## src/sv/spi_bts_pkg.sv

```systemverilog
// spi_bts_pkg: shared types and codes of the spi burst transfer sequencer
// transaction payload structs, opcode and error codes, controller/datapath links
// no dependencies

package spi_bts_pkg;

    // field widths fixed by the interface
    localparam int SLAVE_ID_W = 3;
    localparam int COUNT_W    = 8;
    localparam int BYTE_W     = 8;
    localparam int CODE_W     = 3;
    localparam int FLAGS_W    = 2;

    // opcodes
    localparam logic [1:0] OP_ENABLE    = 2'd0;
    localparam logic [1:0] OP_START     = 2'd1;
    localparam logic [1:0] OP_BYTE_DONE = 2'd2;
    localparam logic [1:0] OP_QUERY     = 2'd3;

    // start answers
    localparam logic [CODE_W-1:0] ERR_SUCCESS   = 3'd0;
    localparam logic [CODE_W-1:0] ERR_BUSY      = 3'd1;
    localparam logic [CODE_W-1:0] ERR_COLLISION = 3'd2;
    localparam logic [CODE_W-1:0] ERR_SHUTDOWN  = 3'd3;
    localparam logic [CODE_W-1:0] ERR_FAIL      = 3'd4;

    // slave flags: bit0 complete, bit1 success
    localparam logic [FLAGS_W-1:0] FLAGS_CLEAR   = 2'b00;
    localparam logic [FLAGS_W-1:0] FLAGS_DONE_OK = 2'b11;

    // input transaction
    typedef struct packed {
        logic [1:0]            opcode;
        logic [COUNT_W-1:0]    byte_count;
        logic [SLAVE_ID_W-1:0] slave_id;
        logic [BYTE_W-1:0]     rx_byte;
        logic                  overflow_flag;
        logic                  collision_flag;
    } t_in;

    // result transaction
    typedef struct packed {
        logic [CODE_W-1:0]     error_code;
        logic [CODE_W-1:0]     bus_status;
        logic [BYTE_W-1:0]     rx_data;
        logic [COUNT_W-1:0]    rx_index;
        logic                  rx_valid;
        logic [COUNT_W-1:0]    tx_index;
        logic                  tx_valid;
        logic [SLAVE_ID_W-1:0] select_slave;
        logic                  select_active;
        logic                  burst_done;
        logic                  restart;
        logic [FLAGS_W-1:0]    slave_status;
    } t_out;

    // controller to datapath commands
    typedef struct packed {
        logic              open_burst;
        logic              byte_event;
        logic              query;
        logic              restart;
        logic [CODE_W-1:0] error_code;
        logic [CODE_W-1:0] bus_code;
    } t_dp_cmd;

    // datapath to controller status
    typedef struct packed {
        logic last_byte;
        logic slave_ok;
    } t_dp_stat;

endpackage

```

## src/sv/spi_bts_ctrl.sv

```systemverilog
// spi_bts_ctrl: bus state machine of the spi burst transfer sequencer
// decodes each transaction into datapath commands and the start answer
// depends on spi_bts_pkg

module spi_bts_ctrl (
    input  logic                 i_clk,
    input  logic                 i_rst_n,
    input  logic                 i_accept,
    input  logic [1:0]           i_opcode,
    input  logic                 i_overflow,
    input  logic                 i_collision,
    input  spi_bts_pkg::t_dp_stat i_stat,
    output spi_bts_pkg::t_dp_cmd  o_cmd
);

    typedef enum logic [2:0] {
        S_STOPPED = 3'd0,
        S_READY   = 3'd1,
        S_COMM    = 3'd2,
        S_WCOL    = 3'd3,
        S_OVF     = 3'd4
    } t_state;

    t_state r_state;
    t_state n_state;
    t_state s_after_ovf;

    // next state and command decode
    always_comb begin
        n_state     = r_state;
        s_after_ovf = r_state;
        o_cmd       = '0;
        case (i_opcode)
            spi_bts_pkg::OP_ENABLE: begin
                if (r_state != S_COMM) begin
                    n_state = S_READY;
                end
            end
            spi_bts_pkg::OP_START: begin
                case (r_state)
                    S_READY: begin
                        if (i_stat.slave_ok) begin
                            n_state          = S_COMM;
                            o_cmd.open_burst = 1'b1;
                            o_cmd.error_code = spi_bts_pkg::ERR_SUCCESS;
                        end else begin
                            o_cmd.error_code = spi_bts_pkg::ERR_FAIL;
                        end
                    end
                    S_COMM:    o_cmd.error_code = spi_bts_pkg::ERR_BUSY;
                    S_WCOL:    o_cmd.error_code = spi_bts_pkg::ERR_COLLISION;
                    S_STOPPED: o_cmd.error_code = spi_bts_pkg::ERR_SHUTDOWN;
                    default:   o_cmd.error_code = spi_bts_pkg::ERR_FAIL;
                endcase
            end
            spi_bts_pkg::OP_BYTE_DONE: begin
                o_cmd.byte_event = 1'b1;
                // overflow is recorded before the close or advance decision
                if (i_overflow) begin
                    s_after_ovf = S_OVF;
                end
                n_state = s_after_ovf;
                if (i_stat.last_byte) begin
                    if (s_after_ovf == S_COMM) begin
                        n_state = S_READY;
                    end
                end else if (i_collision) begin
                    n_state       = S_WCOL;
                    o_cmd.restart = 1'b1;
                end
            end
            default: begin
                o_cmd.query = 1'b1;
            end
        endcase
        if (!i_accept) begin
            n_state = r_state;
        end
        o_cmd.bus_code = n_state;
    end

    // state register
    always_ff @(posedge i_clk) begin
        if (!i_rst_n) begin
            r_state <= S_STOPPED;
        end else begin
            r_state <= n_state;
        end
    end

endmodule

```

## src/sv/spi_bts_dp.sv

```systemverilog
// spi_bts_dp: datapath of the spi burst transfer sequencer
// byte counters, current slave, per-slave flags and the result register
// depends on spi_bts_pkg

module spi_bts_dp #(
    parameter int NUM_SLAVES = 8
) (
    input  logic                  i_clk,
    input  logic                  i_rst_n,
    input  logic                  i_accept,
    input  spi_bts_pkg::t_in      i_in,
    input  spi_bts_pkg::t_dp_cmd  i_cmd,
    output spi_bts_pkg::t_dp_stat o_stat,
    output logic                  o_done,
    output spi_bts_pkg::t_out     o_result
);

    // only ids that fit the slave id field can ever be addressed
    localparam int ID_SPACE   = 2 ** spi_bts_pkg::SLAVE_ID_W;
    localparam int FLAG_DEPTH = (NUM_SLAVES < ID_SPACE) ? NUM_SLAVES : ID_SPACE;
    localparam int IDX_W      = (FLAG_DEPTH > 1) ? $clog2(FLAG_DEPTH) : 1;

    logic [spi_bts_pkg::COUNT_W-1:0]    r_total;
    logic [spi_bts_pkg::COUNT_W-1:0]    r_count;
    logic [spi_bts_pkg::SLAVE_ID_W-1:0] r_cur;
    logic [spi_bts_pkg::FLAGS_W-1:0]    r_flags [FLAG_DEPTH];
    logic                               r_done;
    spi_bts_pkg::t_out                  r_result;
    spi_bts_pkg::t_out                  n_result;

    logic [spi_bts_pkg::COUNT_W:0]   next_count;
    logic [spi_bts_pkg::COUNT_W-1:0] next_count_w;
    logic [IDX_W-1:0]                sid_idx;
    logic [IDX_W-1:0]                cur_idx;

    assign sid_idx      = IDX_W'(i_in.slave_id);
    assign cur_idx      = IDX_W'(r_cur);
    assign next_count   = {1'b0, r_count} + 1'b1;
    assign next_count_w = next_count[spi_bts_pkg::COUNT_W-1:0];

    // status toward the controller
    assign o_stat.last_byte = (next_count >= {1'b0, r_total});
    assign o_stat.slave_ok  = (int'(i_in.slave_id) < NUM_SLAVES);

    // result of the current transaction
    always_comb begin
        n_result            = '0;
        n_result.error_code = i_cmd.error_code;
        n_result.bus_status = i_cmd.bus_code;
        n_result.restart    = i_cmd.restart;
        if (i_cmd.open_burst) begin
            n_result.tx_valid      = 1'b1;
            n_result.select_slave  = i_in.slave_id;
            n_result.select_active = 1'b1;
        end
        if (i_cmd.byte_event) begin
            n_result.rx_data  = i_in.rx_byte;
            n_result.rx_index = r_count;
            n_result.rx_valid = 1'b1;
            if (o_stat.last_byte) begin
                n_result.select_slave = r_cur;
                n_result.burst_done   = 1'b1;
            end else begin
                n_result.tx_index = next_count_w;
                n_result.tx_valid = 1'b1;
            end
        end
        if (i_cmd.query && o_stat.slave_ok) begin
            n_result.slave_status = r_flags[sid_idx];
        end
    end

    // burst counters and current slave
    always_ff @(posedge i_clk) begin
        if (!i_rst_n) begin
            r_total <= '0;
            r_count <= '0;
            r_cur   <= '0;
        end else if (i_accept) begin
            if (i_cmd.open_burst) begin
                r_total <= i_in.byte_count;
                r_count <= '0;
                r_cur   <= i_in.slave_id;
            end else if (i_cmd.byte_event) begin
                if (o_stat.last_byte) begin
                    r_total <= '0;
                    r_count <= '0;
                end else begin
                    r_count <= next_count_w;
                end
            end
        end
    end

    // per-slave complete and success flags
    always_ff @(posedge i_clk) begin
        if (!i_rst_n) begin
            for (int k = 0; k < FLAG_DEPTH; k++) begin
                r_flags[k] <= spi_bts_pkg::FLAGS_CLEAR;
            end
        end else if (i_accept) begin
            if (i_cmd.open_burst) begin
                r_flags[sid_idx] <= spi_bts_pkg::FLAGS_CLEAR;
            end else if (i_cmd.byte_event && o_stat.last_byte) begin
                r_flags[cur_idx] <= spi_bts_pkg::FLAGS_DONE_OK;
            end
        end
    end

    // result strobe
    always_ff @(posedge i_clk) begin
        if (!i_rst_n) begin
            r_done <= 1'b0;
        end else begin
            r_done <= i_accept;
        end
    end

    // result payload
    always_ff @(posedge i_clk) begin
        if (i_accept) begin
            r_result <= n_result;
        end
    end

    assign o_done   = r_done;
    assign o_result = r_result;

    // each accepted transaction gives exactly one result in the next cycle
    a_done_follows: assert property (@(posedge i_clk) disable iff (!i_rst_n)
        i_accept |=> o_done) else $error("result strobe missing after accept");
    a_no_extra: assert property (@(posedge i_clk) disable iff (!i_rst_n)
        !i_accept |=> !o_done) else $error("result strobe without accept");
    // a burst close never also asks for a transmit byte
    a_close_no_tx: assert property (@(posedge i_clk) disable iff (!i_rst_n)
        o_done && o_result.burst_done |-> o_result.rx_valid && !o_result.tx_valid)
        else $error("close with transmit request");
    // a restart only comes with a next-byte request
    a_restart_tx: assert property (@(posedge i_clk) disable iff (!i_rst_n)
        o_done && o_result.restart |-> o_result.tx_valid && !o_result.burst_done)
        else $error("restart without next byte");

endmodule

```

## src/sv/spi_burst_transfer_sequencer.sv

```systemverilog
// spi_burst_transfer_sequencer: top level of the spi burst sequencer
// joins the bus state controller and the counter/flag datapath
// depends on spi_bts_pkg, spi_bts_ctrl, spi_bts_dp
//
// usage:
//   a command transaction (enable, start, byte done, status query) is
//   presented on i_cmd and taken at a rising edge where start is high and
//   busy is low. busy stays low: one command can be taken every cycle.
//   each command gives exactly one result on o_result, shown for one cycle
//   with o_done high, in the cycle right after the command was taken
//   (throughput 1 command per cycle). the bus state, byte counters and
//   per-slave flags update in that same edge, so the next command sees
//   them; the limit is the single-cycle state update.
//   the receiver cannot stall: a result not taken while o_done is high
//   is gone.
//   after a synchronous reset (i_rst_n low) the bus is stopped, counters
//   and the current slave are zero, all slave flags are clear and no
//   result is pending.

module spi_burst_transfer_sequencer #(
    parameter int NUM_SLAVES = 8
) (
    input  logic              i_clk,
    input  logic              i_rst_n,
    input  logic              start,
    output logic              busy,
    input  spi_bts_pkg::t_in  i_cmd,
    output logic              o_done,
    output spi_bts_pkg::t_out o_result
);

    spi_bts_pkg::t_dp_cmd  dp_cmd;
    spi_bts_pkg::t_dp_stat dp_stat;
    logic                  accept;

    // every command completes without stalling, so busy is tied low
    assign busy   = 1'b0;
    assign accept = start && !busy;

    spi_bts_ctrl u_ctrl (
        .i_clk       (i_clk),
        .i_rst_n     (i_rst_n),
        .i_accept    (accept),
        .i_opcode    (i_cmd.opcode),
        .i_overflow  (i_cmd.overflow_flag),
        .i_collision (i_cmd.collision_flag),
        .i_stat      (dp_stat),
        .o_cmd       (dp_cmd)
    );

    spi_bts_dp #(
        .NUM_SLAVES (NUM_SLAVES)
    ) u_dp (
        .i_clk    (i_clk),
        .i_rst_n  (i_rst_n),
        .i_accept (accept),
        .i_in     (i_cmd),
        .i_cmd    (dp_cmd),
        .o_stat   (dp_stat),
        .o_done   (o_done),
        .o_result (o_result)
    );

endmodule

```

## config.mk

```make
export PLATFORM = sky130hd
export DESIGN_NAME = spi_burst_transfer_sequencer
export DESIGN_NICKNAME = d
export VERILOG_FILES = /design/src/sv/spi_bts_pkg.sv /design/src/sv/spi_bts_ctrl.sv /design/src/sv/spi_bts_dp.sv /design/src/sv/spi_burst_transfer_sequencer.sv
export SDC_FILE = /design/constraint.sdc
export NUM_CORES = 1
export LEC_CHECK = 0
export BUFFER_PORTS_ARGS = -buffer_cell sky130_fd_sc_hd__buf_4
export CAP_MARGIN = 20
export CORE_UTILIZATION = 35
export CTS_CLUSTER_DIAMETER = 60
export CTS_CLUSTER_SIZE = 28
export DETAILED_ROUTE_END_ITERATION = 10
export PLACE_DENSITY_LB_ADDON = 0.25
export SETUP_SLACK_MARGIN = 0.15
export SYNTH_ARGS = -nofsm -noshare
export SYNTH_HDL_FRONTEND = slang
export SYNTH_SLANG_ARGS = --single-unit
export TNS_END_PERCENT = 50
```

## constraint.sdc

```tcl
create_clock -name i_clk -period 3.9 [get_ports i_clk]
set_input_delay 0.78 -clock i_clk [delete_from_list [all_inputs] [get_ports i_clk]]
set_output_delay 0.78 -clock i_clk [all_outputs]
set_load 0.01 [all_outputs]
```

==> metrics.txt, run 1 <==
# TYPE chip_impl_metric gauge
chip_impl_metric{name="power_frac_comb",unit="%"} 9.3
chip_impl_info{name="setup.worst_path.end_class",value="flop"} 1
chip_impl_metric{name="synth-edff-count",unit=""} 47
chip_impl_metric{name="post-synth-top-area-fraction",unit="%"} 42.5
chip_impl_metric{name="post-route-util",unit="%"} 44.6
chip_impl_metric{name="switching_share",unit="%"} 21.7
chip_impl_info{name="synth.area.top_cells",value="edfxtp_1 42%, dfxtp_1 14%, and2_1 4.0%"} 1
chip_impl_metric{name="initial_utilization",unit="%"} 36.0
chip_impl_metric{name="worst_ep_required_time",unit="ns"} 4.00
chip_impl_metric{name="power_per_cell_area",unit="nW/um2"} 392
chip_impl_info{name="yosys_most_used_dff",value="edfxtp_1"} 1
chip_impl_metric{name="first_global_vias",unit=""} 2149
chip_impl_metric{name="drt_wl_total",unit="um"} 6740
chip_impl_info{name="cts_root_buffer",value="clkbuf_8"} 1
chip_impl_metric{name="synthDistinctLibCells",unit=""} 52
chip_impl_metric{name="max_slew_margin",unit="%"} 54.9
chip_impl_metric{name="synth.yosys.seq_area_share",unit="%"} 56.3
chip_impl_metric{name="critPathArrivalTime",unit="ns"} 3.29
chip_impl_metric{name="clkSlewWorstSetupHoldPaths",unit="ns"} 0.08
chip_impl_metric{name="clock-skew-final",unit="ns"} 0.0114
chip_impl_metric{name="dieArea",unit="um2"} 9890
chip_impl_metric{name="cts.repair.resized",unit=""} 0
chip_impl_metric{name="final_cells",unit=""} 492
chip_impl_metric{name="final_layout_size_suffix_gt1_share",unit="%"} 28.1
chip_impl_metric{name="syn_area_per_cell",unit="um2"} 11.3
chip_impl_metric{name="final-setup-viol-count",unit=""} 0
chip_impl_metric{name="reg2reg_depth",unit=""} 13
chip_impl_metric{name="first_pass_grt_wire_length",unit="um"} 10900
chip_impl_metric{name="vdd_ir_drop_max",unit="V"} 0.000150
chip_impl_metric{name="hold_fails_final_rpt",unit=""} 0
chip_impl_metric{name="dpl.cell_count",unit=""} 476
chip_impl_info{name="worst_setup_path_start_kind",value="flop"} 1
chip_impl_metric{name="globalplace.congestion",unit=""} 0.842
chip_impl_info{name="critPathTopFamily",value="simple AND/OR/NAND/NOR gates"} 1
chip_impl_info{name="count_leader_synth",value="edfxtp_1"} 1
chip_impl_metric{name="cts_post_setup_buffers_inserted",unit=""} 0
chip_impl_metric{name="power",unit="mW"} 1.61
chip_impl_metric{name="dpl.hpwl",unit="um"} 4870
chip_impl_metric{name="die_height",unit="um"} 99.4
chip_impl_metric{name="drcViolationCount",unit=""} 0
chip_impl_info{name="synth.top_cells.by_count",value="47 x edfxtp_1, 31 x nand2_1, 24 x nor2_1"} 1
chip_impl_metric{name="power_report.internal_total",unit="mW"} 1.26
chip_impl_info{name="critical_path_class",value="flop to flop"} 1
chip_impl_metric{name="setup.reg_to_reg.worst_slack",unit="ns"} 0.70
chip_impl_metric{name="areaGrowthSynthToFinish",unit="%"} 24.1
chip_impl_metric{name="drtIter0Drc",unit=""} 92
chip_impl_metric{name="synth_async_sr_flop_share",unit="%"} 0
chip_impl_metric{name="io_pins",unit=""} 68
chip_impl_metric{name="placementRows",unit=""} 35
chip_impl_metric{name="timing.final.crit_share",unit="%"} 82.0
chip_impl_metric{name="clock_insertion_delay_worst_skew",unit="ns"} 0.34
chip_impl_metric{name="yosys_warnings",unit=""} 0
chip_impl_metric{name="post_drt_via_cell_ratio",unit=""} 4.68
chip_impl_metric{name="cts.hold.buffers_added",unit=""} 0
chip_impl_metric{name="num_antenna_cells",unit=""} 0
chip_impl_metric{name="post-place-ws",unit="ns"} 0.697
chip_impl_metric{name="groute.usage.overall",unit="%"} 14.3
chip_impl_metric{name="power.net_switching",unit="mW"} 0.350
chip_impl_metric{name="cellLeakagePower",unit="nW"} 1.60
chip_impl_metric{name="drt.antenna.violating_nets",unit=""} 0
chip_impl_metric{name="sum_of_overflow_across_all_layers_after_global_routing",unit=""} 0
chip_impl_info{name="run_status",value="complete, no violations"} 1
chip_impl_metric{name="power_frac_clock",unit="%"} 39.3
chip_impl_info{name="yosysTopAreaCell",value="edfxtp_1"} 1
chip_impl_metric{name="worst_pin_slew",unit="ns"} 0.677
chip_impl_metric{name="grt_start_max_net_pins",unit=""} 32
chip_impl_metric{name="max_freq",unit="GHz"} 0.313
chip_impl_metric{name="yosys_register_bits",unit=""} 70
chip_impl_metric{name="layout_min_cycle_time",unit="ns"} 3.20
chip_impl_metric{name="chipWidth",unit="um"} 99.4
chip_impl_metric{name="cts_inserted_buffers",unit=""} 9
chip_impl_info{name="holdCritPathClass",value="flop to flop"} 1
chip_impl_metric{name="synth_cells",unit=""} 293
chip_impl_info{name="rsz0062_at_grt",value="no"} 1
chip_impl_metric{name="htree_levels",unit=""} 3
chip_impl_metric{name="finalHoldWorstSlack",unit="ns"} 0.481
chip_impl_metric{name="clockBufferDepth",unit=""} 2
chip_impl_info{name="path_cells",value="ha_1 -> nand3_2 -> nor2_4 -> xor2_1 -> ha_1 -> a21oi_1 -> nor2b_1 -> a311oi_2 -> and2_1 -> nand2b_4 -> clkinv_4 -> nand2_8 -> o221ai_2"} 1
chip_impl_metric{name="synthesis.area",unit="um2"} 3320
chip_impl_metric{name="timing.final.max_slew_violations",unit=""} 0
chip_impl_metric{name="cap_violations",unit=""} 0
chip_impl_info{name="end_of_the_worst_register_to_register_path",value="u_dp.r_flags[3][0]$_DFFE_PP_"} 1
chip_impl_metric{name="totalNegativeSetupSlack",unit="ns"} 0
chip_impl_metric{name="cp_slowest_stage_delay",unit="ns"} 0.42
chip_impl_metric{name="cts.sink_count",unit=""} 70
chip_impl_metric{name="initial_antenna_violation_count",unit=""} 0
chip_impl_info{name="worst_path_most_repeated_cell",value="ha_1"} 1
chip_impl_metric{name="path_buf_inv",unit=""} 1
chip_impl_metric{name="wire_per_inst",unit="um"} 13.7
chip_impl_metric{name="layout.cell_area.non_filler",unit="um2"} 4120
chip_impl_info{name="hold_end",value="u_dp.r_total[0]$_SDFFE_PN0P_"} 1
chip_impl_metric{name="placed_cell_area",unit="um2"} 3910
chip_impl_info{name="timing.hold.worst.start",value="u_dp.r_total[0]$_SDFFE_PN0P_"} 1
chip_impl_info{name="regToRegStartpoint",value="u_dp.r_count[0]$_SDFFE_PN0P_"} 1
chip_impl_metric{name="drt-pass1-iter-count",unit=""} 4
chip_impl_info{name="cpMaxStageDelayCell",value="dfxtp_1"} 1
chip_impl_metric{name="finish.net_count",unit=""} 393
chip_impl_info{name="clock_tree_from_tritoncts",value="done"} 1
chip_impl_metric{name="synth_fp_nets",unit=""} 328
chip_impl_metric{name="power_frac_seq",unit="%"} 51.3
chip_impl_metric{name="route.vias.total",unit=""} 2303
chip_impl_metric{name="worst_case_setup_margin_in_the_final_layout",unit="ns"} 0.703
chip_impl_metric{name="placement.io_buffers",unit=""} 66
chip_impl_metric{name="worst_hold_path_stage_count",unit=""} 2
chip_impl_metric{name="crit_path_max_fanout",unit=""} 9
chip_impl_metric{name="core-area",unit="um2"} 9240
==> worst max-delay path by stage <==
stage / startpoint / endpoint / depth (start not counted)
floorplan: u_dp.r_count[0]$_SDFFE_PN0P_ / u_dp.r_flags[3][0]$_DFFE_PP_ / 15
global placement: u_dp.r_count[0]$_SDFFE_PN0P_ / u_dp.r_flags[7][0]$_DFFE_PP_ / 13
detailed placement: u_dp.r_count[0]$_SDFFE_PN0P_ / u_dp.r_flags[3][0]$_DFFE_PP_ / 13
CTS: u_dp.r_count[0]$_SDFFE_PN0P_ / u_dp.r_flags[3][0]$_DFFE_PP_ / 13
global route: u_dp.r_count[0]$_SDFFE_PN0P_ / u_dp.r_flags[3][0]$_DFFE_PP_ / 13
finish: u_dp.r_count[0]$_SDFFE_PN0P_ / u_dp.r_flags[3][0]$_DFFE_PP_ / 13
==> cell type report <==
class	count	area [um2]
Multi-Input combinational cell	193	1290
Tap cell	129	161
Clock buffer	12	145
Clock inverter	4	70.1
Inverter	15	61.3
Sequential cell	70	1870
Fill cell	890	5120
Timing Repair Buffer	69	518
==> per-layer routing <==
layer	track usage [%]	wire length (um)
met1	19.5	3260
met2	21.4	3010
met3	4.29	371
met4	5.54	99
met5	0	0
==> kinds of logic after synthesis <==
logic type      count (synthesis)  synth area share (%)
simple gates                  119                  19.2
flops                          70                  56.3
compound gates                 46                  10.6
buf+inv                        30                  4.71
xor+xnor                       14                  3.69
fa+ha+maj                       9                  3.39
mux                             4                  1.96
other cells                     1                 0.113
==> power groups by stage <==
stage / combinational [mW] / sequential (mW) / clock, mW
detailed placement: 0.152 / 0.846 / 0
CTS: 0.153 / 0.830 / 0.650
finish: 0.151 / 0.829 / 0.635
global placement: 0.152 / 0.845 / 0
global route: 0.165 / 0.831 / 0.682
floorplan: 0.0693 / 0.856 / 0
==> placed cells by master, fill, tap and decap left out, types with 5 or more instances in the layout <==
| cell type | netlist | final |
|---|---|---|
| o21ai_0 | 10 | 10 |
| clkbuf_8 | 0 | 10 |
| a21oi_1 | 9 | 9 |
| nor2_1 | 24 | 24 |
| nor2b_1 | 9 | 9 |
| buf_4 | 4 | 69 |
| inv_1 | 13 | 13 |
| nor3_1 | 6 | 6 |
| xor2_1 | 9 | 9 |
| and2_1 | 21 | 21 |
| nand3_1 | 9 | 9 |
| dfxtp_1 | 23 | 23 |
| edfxtp_1 | 47 | 47 |
| xnor2_1 | 5 | 5 |
| ha_1 | 9 | 9 |
| nand2_1 | 31 | 31 |
==> flip-flops by register name (all words and copies together) (netlist names) <==
signal / flops
u_dp.r_count: 8
u_dp.r_flags: 8
u_dp.o_result: 39
u_ctrl.r_state: 3
u_dp.o_done: 1
u_dp.cur_idx: 3
u_dp.r_total: 8
==> worst reg2reg max path: stages (launching register included) <==
cell	delay, ns
dfxtp_1	0.42
ha_1	0.26
nand3_2	0.14
nor2_4	0.16
xor2_1	0.21
ha_1	0.28
a21oi_1	0.15
nor2b_1	0.08
a311oi_2	0.33
and2_1	0.34
nand2b_4	0.27
clkinv_4	0.10
nand2_8	0.11
o221ai_2	0.12
No activity file was read; power rests on OpenSTA's default activity.
==> run 2, diff against run 1 <==
--- a/config.mk
+++ b/config.mk
@@ -5,6 +5,7 @@
 export SDC_FILE = /design/constraint.sdc
 export NUM_CORES = 1
 export LEC_CHECK = 0
+export ABC_AREA = 1
 export BUFFER_PORTS_ARGS = -buffer_cell sky130_fd_sc_hd__buf_4
 export CAP_MARGIN = 20
 export CORE_UTILIZATION = 35
==> constraint.sdc (replaced) <==
create_clock -name i_clk -period 2.7 [get_ports i_clk]
set_input_delay 0.54 -clock i_clk [delete_from_list [all_inputs] [get_ports i_clk]]
set_output_delay 0.54 -clock i_clk [all_outputs]
set_load 0.01 [all_outputs]
==> run 2 against run 1 <==
Combinational power grew to 2.8 times the previous value. Clock power is 45% higher. Die area is 1.6% lower. Final cell count is 17% higher. Synthesized cell count is 23% higher. Critical path depth is 7 higher. Critical path type unchanged. Highest routed layer unchanged.
==> metrics.txt, run 2 <==
# TYPE chip_impl_metric gauge
chip_impl_info{name="run_status",value="complete, no violations"} 1
chip_impl_metric{name="max_freq",unit="GHz"} 0.372
chip_impl_metric{name="worst_ep_required_time",unit="ns"} 2.77
chip_impl_metric{name="timing.final.max_slew_violations",unit=""} 0
chip_impl_info{name="critical_path_class",value="flop to flop"} 1
chip_impl_info{name="cts_root_buffer",value="clkbuf_8"} 1
chip_impl_metric{name="final_cells",unit=""} 575
chip_impl_metric{name="drt_wl_total",unit="um"} 7490
chip_impl_metric{name="synthesis.area",unit="um2"} 3270
chip_impl_metric{name="yosys_register_bits",unit=""} 70
chip_impl_info{name="worst_setup_path_startpoint",value="u_dp.r_count[1]$_SDFFE_PN0P_"} 1
chip_impl_metric{name="sum_of_overflow_across_all_layers_after_global_routing",unit=""} 0
chip_impl_metric{name="yosys_warnings",unit=""} 0
chip_impl_metric{name="core-area",unit="um2"} 8890
chip_impl_metric{name="placementRows",unit=""} 34
chip_impl_metric{name="cap_violations",unit=""} 0
chip_impl_metric{name="switching_share",unit="%"} 25.8
chip_impl_metric{name="post_drt_via_cell_ratio",unit=""} 4.65
chip_impl_metric{name="clock_insertion_delay_worst_skew",unit="ns"} 0.35
chip_impl_metric{name="power_frac_comb",unit="%"} 16.3
chip_impl_info{name="holdCritPathClass",value="input pin to flop"} 1
chip_impl_metric{name="hold_fails_final_rpt",unit=""} 0
chip_impl_metric{name="placed_cell_area",unit="um2"} 3980
chip_impl_metric{name="synthDistinctLibCells",unit=""} 33
chip_impl_metric{name="power_frac_clock",unit="%"} 35.9
chip_impl_metric{name="initial_antenna_violation_count",unit=""} 0
chip_impl_info{name="count_leader_synth",value="nor2_1"} 1
chip_impl_metric{name="dpl.hpwl",unit="um"} 5110
chip_impl_metric{name="first_pass_grt_wire_length",unit="um"} 12200
chip_impl_metric{name="initial_utilization",unit="%"} 36.8
chip_impl_metric{name="layout.cell_area.non_filler",unit="um2"} 4490
chip_impl_info{name="rsz0062_at_grt",value="yes"} 1
chip_impl_metric{name="io_pins",unit=""} 68
chip_impl_metric{name="power_frac_seq",unit="%"} 47.9
chip_impl_metric{name="synth_async_sr_flop_share",unit="%"} 0
chip_impl_info{name="final_cell_mix",value="99 x buf_4, 62 x nor2_1, 51 x inv_1, 50 x nand2_1, 47 x edfxtp_1"} 1
chip_impl_info{name="synth.top_cells.by_count",value="66 x nor2_1, 62 x nand2_1, 56 x inv_1"} 1
chip_impl_metric{name="globalplace.congestion",unit=""} 0.884
chip_impl_info{name="setup.worst_path.end_class",value="flop"} 1
chip_impl_metric{name="vdd_ir_drop_max",unit="V"} 0.000243
chip_impl_metric{name="wire_per_inst",unit="um"} 13.0
chip_impl_metric{name="clkSlewWorstSetupHoldPaths",unit="ns"} 0.08
chip_impl_metric{name="drcViolationCount",unit=""} 0
chip_impl_metric{name="areaGrowthSynthToFinish",unit="%"} 37.2
chip_impl_metric{name="power_report.internal_total",unit="mW"} 1.90
chip_impl_metric{name="final-setup-viol-count",unit=""} 0
chip_impl_metric{name="synth_fp_nets",unit=""} 396
chip_impl_info{name="synth.area.top_cells",value="edfxtp_1 43%, dfxtp_1 14%, nor2_1 7.6%"} 1
chip_impl_metric{name="grt.met2_usage",unit="%"} 25.8
chip_impl_metric{name="power_per_cell_area",unit="nW/um2"} 571
chip_impl_metric{name="critPathArrivalTime",unit="ns"} 2.76
chip_impl_metric{name="drt-pass1-iter-count",unit=""} 4
chip_impl_metric{name="drtIter0Drc",unit=""} 121
chip_impl_metric{name="die_height",unit="um"} 98.7
chip_impl_info{name="yosys_most_used_dff",value="edfxtp_1"} 1
chip_impl_metric{name="chipWidth",unit="um"} 98.7
chip_impl_metric{name="grt_start_max_net_pins",unit=""} 30
chip_impl_metric{name="synth-edff-count",unit=""} 47
chip_impl_metric{name="cts.sink_count",unit=""} 70
chip_impl_metric{name="drt.antenna.violating_nets",unit=""} 0
chip_impl_metric{name="synth.yosys.seq_area_share",unit="%"} 57.2
chip_impl_info{name="final_common_cell",value="buf_4"} 1
chip_impl_metric{name="cellLeakagePower",unit="nW"} 1.98
chip_impl_metric{name="synth_cells",unit=""} 361
chip_impl_metric{name="met3_usage",unit="%"} 5.18
chip_impl_metric{name="clock-skew-final",unit="ns"} 0.0109
chip_impl_metric{name="cts_inserted_buffers",unit=""} 9
chip_impl_metric{name="dieArea",unit="um2"} 9730
chip_impl_metric{name="placement.io_buffers",unit=""} 66
chip_impl_metric{name="route.vias.total",unit=""} 2672
chip_impl_metric{name="use_met1",unit="%"} 20.9
chip_impl_metric{name="dpl.cell_count",unit=""} 543
chip_impl_info{name="yosysTopAreaCell",value="edfxtp_1"} 1
chip_impl_metric{name="finish.net_count",unit=""} 497
chip_impl_metric{name="post-route-util",unit="%"} 50.5
chip_impl_info{name="clock_tree_from_tritoncts",value="done"} 1
chip_impl_metric{name="timing.final.crit_share",unit="%"} 99.5
chip_impl_info{name="timing.hold.worst.start",value="i_cmd[17]"} 1
chip_impl_metric{name="crit_path_max_fanout",unit=""} 7
chip_impl_metric{name="first_global_vias",unit=""} 2635
chip_impl_metric{name="power.net_switching",unit="mW"} 0.662
chip_impl_metric{name="num_antenna_cells",unit=""} 0
chip_impl_metric{name="finalHoldWorstSlack",unit="ns"} 0.422
chip_impl_metric{name="syn_area_per_cell",unit="um2"} 9.06
chip_impl_metric{name="clockBufferDepth",unit=""} 2
chip_impl_metric{name="layout_min_cycle_time",unit="ns"} 2.69
chip_impl_info{name="gr-max-usage-layer",value="met2"} 1
chip_impl_metric{name="groute.usage.overall",unit="%"} 16.1
chip_impl_info{name="worst_setup_path_start_kind",value="flop"} 1
chip_impl_metric{name="largest_register_ff_count",unit=""} 39
chip_impl_info{name="regToRegStartpoint",value="u_dp.r_count[1]$_SDFFE_PN0P_"} 1
chip_impl_metric{name="htree_levels",unit=""} 3
chip_impl_metric{name="post-synth-top-area-fraction",unit="%"} 43.2
chip_impl_metric{name="final_layout_size_suffix_gt1_share",unit="%"} 34.0
[run 2: area by class of cell]
type,count,area [um2]
Clock buffer,10,128
Tap cell,108,135
Inverter,59,226
Multi-Input combinational cell,222,1280
Clock inverter,6,85.1
Sequential cell,70,1880
Fill cell,806,4400
Timing Repair Buffer,100,754
[run 2: kinds of logic (layout without fill, tap and decap cells)]
logic type,count (synthesis),after routing,share of synthesized area (%)
flops,70,70,57.2
xor+xnor,4,4,1.07
other cells,1,1,0.115
fa+ha+maj,9,9,3.44
simple gates,164,164,21.8
buf+inv,69,175,8.42
compound gates,44,44,7.92
[run 2: worst paths after layout]
| check | to | slack [ns] | cells after the start |
|---|---|---|---|
| hold / removal | u_dp.r_total[4]$_SDFFE_PN0P_ | 0.42 | 3 |
| setup / recovery | u_dp.r_flags[2][0]$_DFFE_PP_ | 0.01 | 20 |
| setup reg to reg | u_dp.r_flags[2][0]$_DFFE_PP_ | 0.01 | 20 |
| hold reg to reg | u_dp.r_total[0]$_SDFFE_PN0P_ | 0.48 | 2 |
[run 2: stage by stage]
stage	setup TNS (ns)	setup WS (ns)	total power [mW]
2_1_floorplan	0	0.153	1.44
3_3_place_gp	0	0.0308	1.60
3_5_place_dp	-0.181	-0.0389	1.60
4_1_cts	0	0.0798	2.55
5_1_grt	-2.00	-0.178	2.67
6_report	0	0.0134	2.56
[run 2: critical path: stages, from the launching register on]
cell and delay, ns:
dfxtp_4 0.39, inv_4 0.04, nor3_4 0.19, nand2_2 0.12, nand2_2 0.11, inv_2 0.05, ha_4 0.25, nand2_2 0.04
nor2_1 0.08, nand2_1 0.05, nand3_1 0.07, nand2_1 0.05, nand2_1 0.05, nand2_1 0.06, nand2_2 0.09, buf_6 0.13
nand4_1 0.11, buf_4 0.18, a21oi_4 0.20, nand2_2 0.08, nand2_1 0.07
[run 2: timing repair]
action	CTS	global route
gates resized for setup	23	26
endpoints found under the hold margin	0	0
hold buffers	0	0
endpoints found under the setup margin	40	51
pin swaps	18	13
setup buffers	16	0
[run 2: metal layers]
layer | wire (um) | up-vias
li1 | - | 1380
met1 | 3450 | 1192
met2 | 3470 | 87
met3 | 454 | 13
met4 | 108 | 0
met5 | 0 | -
[run 2: power by group through the flow]
stage | sequential (mW) | combinational (mW) | clock [mW]
global placement | 1.25 | 0.350 | 0
global route | 1.23 | 0.462 | 0.978
CTS | 1.23 | 0.393 | 0.936
finish | 1.23 | 0.417 | 0.919
floorplan | 1.27 | 0.170 | 0
detailed placement | 1.25 | 0.352 | 0
